`src/rtl/core/krf_pkg.sv`:
```
`timescale 1ns / 1ps
`default_nettype none

package krf_pkg;

    // Buffer depth and derived widths
    localparam int DEPTH     = 32;
    localparam int PTR_W     = $clog2(DEPTH);
    localparam int CNT_W     = $clog2(DEPTH + 1);
    localparam int OCC_W     = 6;
    localparam int CFG_IDX_W = 1;
    localparam int CFG_DAT_W = 8;

    // Register indexes
    localparam logic [CFG_IDX_W-1:0] REG_CAPACITY = 1'd0;
    localparam logic [CFG_IDX_W-1:0] REG_ID_MODE  = 1'd1;

    // Register reset values
    localparam logic [7:0] CAPACITY_RST = 8'd32;
    localparam logic       ID_MODE_RST  = 1'b1;

    typedef enum logic [1:0] {
        CMD_UPDATE  = 2'd0,
        CMD_PEEK    = 2'd1,
        CMD_DEQUEUE = 2'd2,
        CMD_CLEAR   = 2'd3
    } t_cmd;

    typedef struct packed {
        t_cmd       command;
        logic [7:0] rec_id;
        logic [7:0] rec_state;
        logic [7:0] rec_hops;
    } t_in_word;

    typedef struct packed {
        logic             ok;
        logic [7:0]       item_id;
        logic [7:0]       item_state;
        logic [7:0]       item_hops;
        logic [OCC_W-1:0] occupancy;
    } t_out_word;

    // One stored record
    typedef struct packed {
        logic [7:0] id;
        logic [7:0] st;
        logic [7:0] hops;
    } t_entry;

    // Pointer + 1 modulo DEPTH
    function automatic logic [PTR_W-1:0] ptr_inc(input logic [PTR_W-1:0] p);
        logic [PTR_W-1:0] r;
        if (int'(p) == DEPTH - 1) begin
            r = '0;
        end else begin
            r = p + PTR_W'(1);
        end
        return r;
    endfunction

    // a + b modulo DEPTH, both operands below DEPTH
    function automatic logic [PTR_W-1:0] ptr_add(input logic [PTR_W-1:0] a,
                                                 input logic [PTR_W-1:0] b);
        logic [PTR_W:0] s;
        s = {1'b0, a} + {1'b0, b};
        if (int'(s) >= DEPTH) begin
            s = s - (PTR_W+1)'(DEPTH);
        end
        return s[PTR_W-1:0];
    endfunction

endpackage

`default_nettype wire

```
`src/rtl/core/keyed_recency_fifo.sv`:
```
`timescale 1ns / 1ps
`default_nettype none

// Keyed recency FIFO: a circular buffer of DEPTH records (id, state, hops) held in one
// single-port-read, single-port-write RAM with a registered read. One word is worked on
// at a time; o_in_ready is high only while the engine is idle, and a finished result
// waits in the output register until taken. A keyed update walks the entries left
// after trimming from the head, reading each entry and then comparing it, and on a hit
// shifts every younger entry down one slot, reading each and then writing it back. A
// result that is not taken holds the engine until the output register frees up.
// Configuration writes are taken at any time but must only be issued while the block
// is idle; a capacity above DEPTH acts as DEPTH.
module keyed_recency_fifo
    import krf_pkg::*;
(
    input  wire logic                 i_clk,
    input  wire logic                 i_rst_n,
    // configuration
    input  wire logic                 i_cfg_valid,
    output logic                      o_cfg_ready,
    input  wire logic [CFG_IDX_W-1:0] i_cfg_index,
    input  wire logic [CFG_DAT_W-1:0] i_cfg_data,
    // command in
    input  wire logic                 i_in_valid,
    output logic                      o_in_ready,
    input  wire t_in_word             i_in_word,
    // result out
    output logic                      o_out_valid,
    input  wire logic                 i_out_ready,
    output t_out_word                 o_out_word
);

    typedef enum logic [3:0] {
        S_IDLE,
        S_EXEC,
        S_PEEK,
        S_SRCH_RD,
        S_SRCH_CMP,
        S_SHIFT_RD,
        S_SHIFT_WR,
        S_APPEND,
        S_DONE
    } t_state_e;

    t_state_e          r_state;
    logic [7:0]        r_cap;
    logic              r_id_mode;
    logic [PTR_W-1:0]  r_head;
    logic [PTR_W-1:0]  r_tail;
    logic [CNT_W-1:0]  r_count;
    logic [CNT_W-1:0]  r_idx;
    logic [PTR_W-1:0]  r_rp;
    t_in_word          r_word;
    logic              r_ok;
    t_entry            r_pk;
    logic              r_out_valid;
    t_out_word         r_out;

    t_entry            mem [DEPTH];
    t_entry            r_rdata;

    logic              mem_re;
    logic [PTR_W-1:0]  mem_raddr;
    logic              mem_we;
    logic [PTR_W-1:0]  mem_waddr;
    t_entry            mem_wdata;

    logic [CNT_W-1:0]  cap_eff;
    logic              trim;
    logic [PTR_W-1:0]  trim_head;
    logic [CNT_W-1:0]  trim_count;
    logic [CNT_W-1:0]  end_idx;
    logic              full;
    logic              in_acc;
    logic              out_free;
    t_entry            new_rec;

    assign o_cfg_ready = 1'b1;
    assign o_in_ready  = (r_state == S_IDLE);
    assign o_out_valid = r_out_valid;
    assign o_out_word  = r_out;

    assign in_acc   = i_in_valid && o_in_ready;
    assign out_free = !r_out_valid || i_out_ready;

    // Configuration registers
    always_ff @(posedge i_clk) begin
        if (!i_rst_n) begin
            r_cap     <= CAPACITY_RST;
            r_id_mode <= ID_MODE_RST;
        end else if (i_cfg_valid && o_cfg_ready) begin
            unique case (i_cfg_index)
                REG_CAPACITY: r_cap     <= i_cfg_data;
                REG_ID_MODE:  r_id_mode <= i_cfg_data[0];
            endcase
        end
    end

    // Effective capacity and trimming of excess entries
    always_comb begin
        if (int'(r_cap) > DEPTH) begin
            cap_eff = CNT_W'(DEPTH);
        end else begin
            cap_eff = CNT_W'(r_cap);
        end
        trim       = (r_count > cap_eff);
        trim_head  = trim ? ptr_add(r_head, PTR_W'(r_count - cap_eff)) : r_head;
        trim_count = trim ? cap_eff : r_count;
        end_idx    = r_count - CNT_W'(1);
        full       = (r_count >= cap_eff);
        new_rec.id   = r_id_mode ? r_word.rec_id : 8'd0;
        new_rec.st   = r_word.rec_state;
        new_rec.hops = r_word.rec_hops;
    end

    // RAM port control
    always_comb begin
        mem_re    = 1'b0;
        mem_raddr = r_rp;
        mem_we    = 1'b0;
        mem_waddr = r_rp;
        mem_wdata = new_rec;
        case (r_state)
            S_EXEC: begin
                mem_re    = 1'b1;
                mem_raddr = r_head;
            end
            S_SRCH_RD: begin
                mem_re = 1'b1;
            end
            S_SHIFT_RD: begin
                if (r_idx == end_idx) begin
                    mem_we = 1'b1;
                end else begin
                    mem_re    = 1'b1;
                    mem_raddr = ptr_inc(r_rp);
                end
            end
            S_SHIFT_WR: begin
                mem_we    = 1'b1;
                mem_wdata = r_rdata;
            end
            S_APPEND: begin
                mem_we    = 1'b1;
                mem_waddr = r_tail;
            end
            default: begin
            end
        endcase
    end

    // Entry RAM
    always_ff @(posedge i_clk) begin
        if (mem_we) begin
            mem[mem_waddr] <= mem_wdata;
        end
    end

    always_ff @(posedge i_clk) begin
        if (mem_re) begin
            r_rdata <= mem[mem_raddr];
        end
    end

    // Command sequencer
    always_ff @(posedge i_clk) begin
        if (!i_rst_n) begin
            r_state     <= S_IDLE;
            r_head      <= '0;
            r_tail      <= '0;
            r_count     <= '0;
            r_out_valid <= 1'b0;
        end else begin
            // result taken; a new one loaded in S_DONE takes its place
            if (r_out_valid && i_out_ready && r_state != S_DONE) begin
                r_out_valid <= 1'b0;
            end
            unique case (r_state)
                S_IDLE: begin
                    if (in_acc) begin
                        r_word  <= i_in_word;
                        r_ok    <= 1'b1;
                        r_pk    <= '0;
                        r_state <= S_EXEC;
                    end
                end
                S_EXEC: begin
                    unique case (r_word.command)
                        CMD_UPDATE: begin
                            if (cap_eff == '0) begin
                                r_head  <= '0;
                                r_tail  <= '0;
                                r_count <= '0;
                                r_state <= S_DONE;
                            end else begin
                                r_head  <= trim_head;
                                r_count <= trim_count;
                                r_rp    <= trim_head;
                                r_idx   <= '0;
                                r_state <= r_id_mode ? S_SRCH_RD : S_APPEND;
                            end
                        end
                        CMD_PEEK: begin
                            if (r_count == '0) begin
                                r_ok    <= 1'b0;
                                r_state <= S_DONE;
                            end else begin
                                r_state <= S_PEEK;
                            end
                        end
                        CMD_DEQUEUE: begin
                            if (r_count == '0) begin
                                r_ok <= 1'b0;
                            end else begin
                                r_head  <= ptr_inc(r_head);
                                r_count <= r_count - CNT_W'(1);
                            end
                            r_state <= S_DONE;
                        end
                        CMD_CLEAR: begin
                            r_head  <= '0;
                            r_tail  <= '0;
                            r_count <= '0;
                            r_state <= S_DONE;
                        end
                    endcase
                end
                S_PEEK: begin
                    r_pk    <= r_rdata;
                    r_state <= S_DONE;
                end
                // key search: read one entry, compare it next cycle
                S_SRCH_RD: begin
                    if (r_idx == r_count) begin
                        r_state <= S_APPEND;
                    end else begin
                        r_state <= S_SRCH_CMP;
                    end
                end
                S_SRCH_CMP: begin
                    if (r_rdata.id == r_word.rec_id) begin
                        r_state <= S_SHIFT_RD;
                    end else begin
                        r_idx   <= r_idx + CNT_W'(1);
                        r_rp    <= ptr_inc(r_rp);
                        r_state <= S_SRCH_RD;
                    end
                end
                // move younger entries down one slot, new record lands at the tail end
                S_SHIFT_RD: begin
                    if (r_idx == end_idx) begin
                        r_state <= S_DONE;
                    end else begin
                        r_state <= S_SHIFT_WR;
                    end
                end
                S_SHIFT_WR: begin
                    r_idx   <= r_idx + CNT_W'(1);
                    r_rp    <= ptr_inc(r_rp);
                    r_state <= S_SHIFT_RD;
                end
                // append at tail, evicting the head when full
                S_APPEND: begin
                    r_tail <= ptr_inc(r_tail);
                    if (full) begin
                        r_head <= ptr_inc(r_head);
                    end else begin
                        r_count <= r_count + CNT_W'(1);
                    end
                    r_state <= S_DONE;
                end
                S_DONE: begin
                    if (out_free) begin
                        r_out.ok         <= r_ok;
                        r_out.item_id    <= r_pk.id;
                        r_out.item_state <= r_pk.st;
                        r_out.item_hops  <= r_pk.hops;
                        r_out.occupancy  <= OCC_W'(r_count);
                        r_out_valid      <= 1'b1;
                        r_state          <= S_IDLE;
                    end
                end
            endcase
        end
    end

endmodule

`default_nettype wire

```
`config.mk`:
```
export PLATFORM = sky130hd
export DESIGN_NAME = keyed_recency_fifo
export DESIGN_NICKNAME = d
export VERILOG_FILES = /design/src/rtl/core/krf_pkg.sv /design/src/rtl/core/keyed_recency_fifo.sv
export SDC_FILE = /design/constraint.sdc
export NUM_CORES = 1
export LEC_CHECK = 0
export BUFFER_PORTS_ARGS = -buffer_cell sky130_fd_sc_hd__buf_2
export CORE_ASPECT_RATIO = 0.7
export CORE_MARGIN = 8
export CORE_UTILIZATION = 35
export CTS_BUF_LIST = sky130_fd_sc_hd__clkbuf_4
export DETAILED_ROUTE_END_ITERATION = 7
export GPL_ROUTABILITY_DRIVEN = 0
export GPL_TIMING_DRIVEN = 0
export SKIP_CTS_REPAIR_TIMING = 1
export SYNTH_ARGS = -nofsm -noshare
export SYNTH_HDL_FRONTEND = slang
export SYNTH_SLANG_ARGS = --single-unit
```
`constraint.sdc`:
```
create_clock -name i_clk -period 3.9 [get_ports i_clk]
set_input_delay 0.195 -clock i_clk [delete_from_list [all_inputs] [get_ports i_clk]]
set_output_delay 0.195 -clock i_clk [all_outputs]
set_load 0.01 [all_outputs]
```
==> summary.txt, run 1 <==
Run status
  – Outcome: finished, violations left
  – Failing checks: negative setup slack

Route
  – Vias: 25200
  – DRC: 0
  – Routed length per instance: 25.8 um
  – TritonRoute pass-1 iters: 5
  – Post-route antenna net violation count: 0
  – Number of vias per cell: 5.49
  – 1st-iter DRT viols: 3672
  – Final Routed Wirelength: 118000 um

Logic synthesis
  – Flops & latches, synth: 915
  – Mux cell area share after synthesis: 0.0382
  – Ys flop type: edfxtp_1
  – Mapped Cells: 2560
  – Synth Area in Compound Gates: 0.0967
  – Main combinational cell family by area after synthesis: compound AO/OA/AOI/OAI gates
  – Xor/xnor share of the synthesized area: 0.00874
  – Mean Syn Cell Area: 14.4 um2
  – Simple-Gate Fraction of Synth Area: 0.0870
  – Post-synthesis sequential area ratio: 0.736
  – Yosys cell types: 76
  – Area share of fa/ha/maj cells after synthesis: 0.00921
  – Synth warn: 0
  – Synth Cell Area: 0.0369 mm2
  – Ys async rst share: 0
  – Number of synthesized flops with an enable pin: 885
  – Mapped Nets: 2626

Clock tree
  – H-Tree Depth: 4
  – Clk slew on worst S/H paths: 0.07 ns
  – Clock Latency Late Sink: 1.07 ns
  – CTS Buffer Depth: 3
  – Root Buffer: clkbuf_4
  – Total CTS buffers: 200
  – Clock sink count: 915
  – TritonCTS clock tree: built

GRT
  – Initial antenna violation count: 2
  – Vias in the first global route: 22100
  – Largest net degree at the start of global routing: 33
  – Grt ovf: 0
  – First-pass GRT wire length: 158000 um
  – Total GRT Usage: 0.187

Cells and area
  – Fillers: 9234
  – Commonest non-fill, non-tap cells in the layout: 885 x edfxtp_1, 521 x nand2_1, 324 x clkbuf_4
  – Ratio of cells with drive above 1 in the final layout: 0.279
  – Area Overhead vs Synth: 24.6%
  – Post-Layout Inst Area: 0.0460 mm2
  – Commonest non-fill, non-tap cell in the layout: edfxtp_1
  – Final net count: 3096
  – Utilization after layout: 0.441

Worst setup path
  – Ordered list of cells on the worst path: clkbuf_1 -> nor2_1 -> nand2_1 -> nor2_1 -> clkbuf_1 -> mux2_2
  – R2r setup slk: -0.08 ns
  – Slowest CP cell: mux2_2
  – Crit Path Max Fanout: 32
  – Kind of cell adding the most delay to the critical path: simple AND/OR/NAND/NOR gates
  – WS Path Type: reg -> reg
  – Critical Path AT: 4.63 ns
  – Crit Reg-Reg Startpoint: r_state[3]$_SDFFE_PN0P_
  – Worst reg-to-reg path cell count: 6
  – R2r endpoint: mem[7][14]$_DFFE_PP_
  – Crit path buffers/inverters: 2
  – Max incr delay on CP: 0.97 ns
  – CP Capture Type: flip-flop
  – Worst setup SP type: flip-flop
  – Worst Path Required: 4.55 ns

Worst hold path
  – HP Start: i_cfg_index
  – WHS Path Cells: 5
  – HP Class: in -> reg
  – Hold Path End: r_id_mode$_SDFFE_PN1P_

Floorplan
  – IO Pins: 74
  – # rows: 99
  – Die span in x: 404 um
  – Die area: 0.116 mm2
  – Initial core utilization: 0.354
  – Core box area: 0.104 mm2
  – Die Y-Extent: 288 um

Timing
  – Final count of hold timing violations: 0
  – RSZ-0062 raised after global routing: yes
  – Worst Max-Slew Pin Slew: 1.36 ns
  – Relative slew slack: 0.0951
  – Worst Skew: 0.0928 ns
  – Final period util: 1.02
  – F_max: 251 MHz
  – Tmin final: 3.98 ns
  – Final setup viols: 53
  – Final Slew Violations: 0
  – Fin worst setup slack: -0.0792 ns

Power and ir drop
  – Cell Pwr Density: 504 mW/mm2
  – LEAKAGE: 15.7 nW
  – Maximum vdd drop: 0.243 mV

Placed design
  – Final HPWL DP: 75100 um
  – Placed inst area: 0.0400 mm2
  – PortBufs: 72

Flow run
  – Maxcap violations: 0
[synth_stat cells, drive strengths merged (6+ instances only)]
cell type    n  share of area
a31oi       26         0.0044
inv         24         0.0024
mux2i      123          0.033
a22oi       78          0.016
nor3b        6         0.0012
a221oi      24         0.0057
a211oi       6         0.0014
o211ai       6         0.0015
xnor2       17         0.0042
nor3        14         0.0019
a32oi      146          0.035
edfxtp     885           0.72
mux2        16         0.0049
dfxtp       30          0.016
and2         6         0.0010
a21oi      131          0.018
nand3       72         0.0098
nand3b       6         0.0012
nor2        81         0.0087
buf        109          0.017
nand2      522          0.053
o21ai       36         0.0049
ha          24         0.0081
xor2        19         0.0045
and3        34         0.0058
clkbuf      54         0.0055
[metal layers]
layer,part of all wire,routed length (um),track usage
met3,0.17,19700,0.0934
met2,0.37,43800,0.219
met4,0.016,1900,0.0495
met1,0.45,52800,0.292
met5,0,0,0
[worst register-to-register path, cell delays in order, from the launching register on]
cell and delay, ns:
dfxtp_1 0.30, clkbuf_1 0.19, nor2_1 0.54, nand2_1 0.38
nor2_1 0.43, clkbuf_1 0.78, mux2_2 0.97
[worst max path at each step]
stage	from	end	slack, ns	cells after the start
after floorplan	r_state[2]$_SDFFE_PN0P_	r_pk[0]$_SDFFCE_PP0P_	0.06	3
after global placement	r_state[3]$_SDFFE_PN0P_	mem[4][16]$_DFFE_PP_	-2.53	6
after detailed placement	r_count[1]$_SDFFE_PN0P_	r_rdata[15]$_DFFE_PP_	-1.22	14
after CTS	r_count[1]$_SDFFE_PN0P_	r_rdata[15]$_DFFE_PP_	-1.21	14
after global routing	r_state[3]$_SDFFE_PN0P_	mem[0][12]$_DFFE_PP_	-0.30	6
final	r_state[3]$_SDFFE_PN0P_	mem[7][14]$_DFFE_PP_	-0.08	6
[cell families after synthesis]
| kind of cell | after synthesis |
|---|---|
| other | 1 |
| buffers and inverters | 187 |
| adders and majority gates | 26 |
| xor gates and xnor gates | 36 |
| muxes | 139 |
| AOI/OAI and AO/OA | 493 |
| and+or+nand+nor | 763 |
| DFF | 915 |
[layout make-up]
cell class              instances  area [um2]  area share
flip-flops and latches        915       27200       0.591
multi-input cells            1469       10800       0.235
repair buffers                258        2550      0.0553
clock buffers                 312        2340      0.0509
well taps                    1414        1770      0.0384
plain buffers                 162        1090      0.0236
clock inverters                37         188     0.00408
inverters                      24        93.8     0.00204
diodes                          2        5.00    0.000109
[power by group]
| part | internal [mW] | switching (mW) |
|---|---|---|
| clock network | 3.68 | 3.84 |
| registers | 11.0 | 0.116 |
| logic | 1.45 | 3.09 |
| total | 16.1 | 7.05 |
[sequential cells by signal (all words and copies together), names as in the netlist]
| signal | flops |
|---|---|
| mem | 768 |
| o_out_word | 31 |
| r_pk | 24 |
| r_rdata | 24 |
| new_rec | 16 |
| r_word | 10 |
| r_cap | 8 |
| r_count | 6 |
| r_idx | 6 |
| r_head | 5 |
| r_rp | 5 |
| r_tail | 5 |
| r_state | 4 |
| o_out_valid | 1 |
| r_id_mode | 1 |
| r_ok | 1 |
[per-stage QoR]
step	total power, mW	setup WS, ns	setup TNS, ns	std cells	hold slack, ns
floorplan	13.3	0.0567	0	2560	0.294
finish	23.2	-0.0792	-1.69	4593	0.0758
CTS	22.3	-1.21	-484.34	4427	-0.770
global route	23.9	-0.296	-20.74	4592	0.0268
detailed placement	14.9	-1.22	-503.45	4078	0.373
global placement	14.8	-2.53	-1777.49	4046	0.373
Power figures use the tool's default switching activity.
==> run 2: changes to the inputs <==
==> constraint.sdc (replaced) <==
create_clock -name i_clk -period 4.25 [get_ports i_clk]
set_input_delay 0.2125 -clock i_clk [delete_from_list [all_inputs] [get_ports i_clk]]
set_output_delay 0.2125 -clock i_clk [all_outputs]
set_load 0.01 [all_outputs]
==> summary.txt, run 2 (synthesis results as in run 1) <==
Route
  – Post-route antenna net violation count: 0 (unchanged)
  – WL met1: 52200 um (-1.1%)
  – TritonRoute pass-1 iters: 6 (+1)
  – Vias: 25000 (-0.98%)
  – DRC: 0 (unchanged)
  – Routed length per instance: 25.6 um (-0.68%)
  – Routed wl met2: 42700 um (-2.6%)
  – 1st-iter DRT viols: 3627 (-1.2%)
  – Number of vias per cell: 5.48 (about the same)
  – DR WL met3: 19600 um (-0.75%)
  – Final Routed Wirelength: 116000 um (-1.6%)
  – Max layer used: met5

Floorplan
  – # rows: 99 (unchanged)
  – Die span in x: 404 um (unchanged)
  – Die area: 0.116 mm2 (unchanged)
  – Initial core utilization: 0.354 (unchanged)
  – Die Y-Extent: 288 um (unchanged)
  – IO Pins: 74 (unchanged)
  – Core box area: 0.104 mm2 (unchanged)

Timing
  – Final count of hold timing violations: 0 (unchanged)
  – Final setup viols: 3 (-94%)
  – Worst Max-Slew Pin Slew: 1.71 ns (+0.352 ns)
  – Tmin final: 4.32 ns (+0.336 ns)
  – Worst Skew: 0.102 ns (+0.00949 ns)
  – Final period util: 1.02 (-0.00498)
  – Relative slew slack: -0.140 (-0.235)
  – Fin worst setup slack: -0.0651 ns (+0.0140 ns)
  – RSZ-0062 raised after global routing: yes
  – Sum of negative setup slack: -0.136 ns (+1.55 ns)
  – F_max: 232 MHz (-7.8%)
  – Final Slew Violations: 12 (+12)

Clock tree
  – H-Tree Depth: 4 (unchanged)
  – TritonCTS clock tree: built
  – Clk slew on worst S/H paths: 0.07 ns (about the same)
  – CTS Buffer Depth: 3 (unchanged)
  – Root Buffer: clkbuf_4
  – Total CTS buffers: 200 (unchanged)
  – Clock Latency Late Sink: 1.07 ns (about the same)
  – Clock sink count: 915 (unchanged)

Worst setup path
  – Crit path buffers/inverters: 5 (+3)
  – Worst reg-to-reg path cell count: 15 (+9)
  – Kind of cell adding the most delay to the critical path: compound AO/OA/AOI/OAI gates
  – Crit Path Max Fanout: 10 (-69%)
  – Slowest CP cell: a311o_2
  – Max incr delay on CP: 0.54 ns (-0.43 ns)
  – WS Path Type: reg -> reg
  – Ordered list of cells on the worst path: clkbuf_4 -> clkinvlp_4 -> ha_4 -> xor2_1 -> and2_1 -> o211ai_2 -> nor2_4 -> buf_4 -> a311o_2 -> nor2_4 -> buf_6 -> buf_4 -> a32oi_1 -> a32oi_2 -> nand3_2
  – Worst Path Required: 4.96 ns (+0.41 ns)
  – Worst setup SP type: flip-flop
  – CP Capture Type: flip-flop
  – Worst path depth: 15 (+9)
  – Critical Path AT: 5.02 ns (+0.39 ns)

Placed design
  – Final HPWL DP: 75100 um (unchanged)
  – Placed inst area: 0.0400 mm2 (unchanged)
  – Pre-CTS setup slack: -0.870 ns (+0.350 ns)
  – PortBufs: 72 (unchanged)

Cells and area
  – Utilization after layout: 0.428 (-0.0126)
  – Max reg flops: 768 (unchanged)
  – Top reg by flops: mem
  – Fillers: 9428 (+2.1%)
  – Commonest non-fill, non-tap cell in the layout: edfxtp_1
  – Area Overhead vs Synth: 21.0%
  – Area of the multi-input gates: 0.0101 mm2 (-6.3%)
  – Post-Layout Inst Area: 0.0447 mm2 (-2.9%)
  – Final net count: 3052 (-1.4%)
  – FF/Latch Area: 0.0272 mm2 (about the same)
  – Commonest non-fill, non-tap cells in the layout: 885 x edfxtp_1, 521 x nand2_1, 324 x clkbuf_4
  – Ratio of cells with drive above 1 in the final layout: 0.246 (-0.0334)

Run status
  – Outcome: finished, violations left
  – Failing checks: max-capacitance violations, max-slew violations, negative setup slack

GRT
  – Grt ovf: 0 (unchanged)
  – First-pass GRT wire length: 158000 um (unchanged)
  – Initial antenna violation count: 3 (+1)
  – Total GRT Usage: 0.187 (unchanged)
  – Vias in the first global route: 22100 (unchanged)
  – Largest net degree at the start of global routing: 33 (unchanged)

Power and ir drop
  – Maximum vdd drop: 0.214 mV (-12%)
  – Cell Pwr Density: 469 mW/mm2 (-6.9%)
  – LEAKAGE: 15.2 nW (-2.8%)

Worst hold path
  – WHS Path Cells: 5 (unchanged)
  – HP Class: in -> reg

Flow run
  – Maxcap violations: 2 (+2)
==> run 2: path summary, 6_finish.rpt <==
path	start	endpoint	slack, ns
setup reg to reg	r_count[1]$_SDFFE_PN0P_	r_rdata[15]$_DFFE_PP_	-0.07
hold reg to reg	r_pk[6]$_SDFFCE_PP0P_	o_out_word[12]$_DFFE_PP_	0.42
setup / recovery	r_count[1]$_SDFFE_PN0P_	r_rdata[15]$_DFFE_PP_	-0.07
hold / removal	i_cfg_index	r_id_mode$_SDFFE_PN1P_	0.1
==> run 2: layout make-up <==
class | instances | share of cell area
plain buffers | 163 | 0.0205
multi-input cells | 1466 | 0.227
flip-flops and latches | 915 | 0.608
well taps | 1414 | 0.0396
clock inverters | 37 | 0.00420
clock buffers | 312 | 0.0524
diodes | 4 | 0.000224
repair buffers | 216 | 0.0464
inverters | 24 | 0.00210
==> run 2: layer usage <==
layer	vias up	track usage
met2	1705	0.219
met3	156	0.0934
li1	10800	-
met1	12300	0.292
met5	-	0
met4	2	0.0495
==> run 2: where the power goes <==
part	switching (mW)	internal, mW
clock network	3.51	3.37
logic	2.71	1.16
registers	0.106	10.1
==> run 2: tightest hold or removal path: stages <==
cell and delay [ns]:
buf_2 0.12, nand2_1 0.06, nand2_1 0.05, nand3_1 0.07, dlygate4sd3_1 0.54
==> run 2: per-stage QoR <==
step	instances	total power [mW]	hold WS, ns
final	4551	21.0	0.0961
after global routing	4548	21.7	0.0443
after CTS	4427	20.5	-0.753
after detailed placement	4078	13.7	0.391
after global placement	4046	13.6	0.391
after floorplan	2560	12.2	0.311
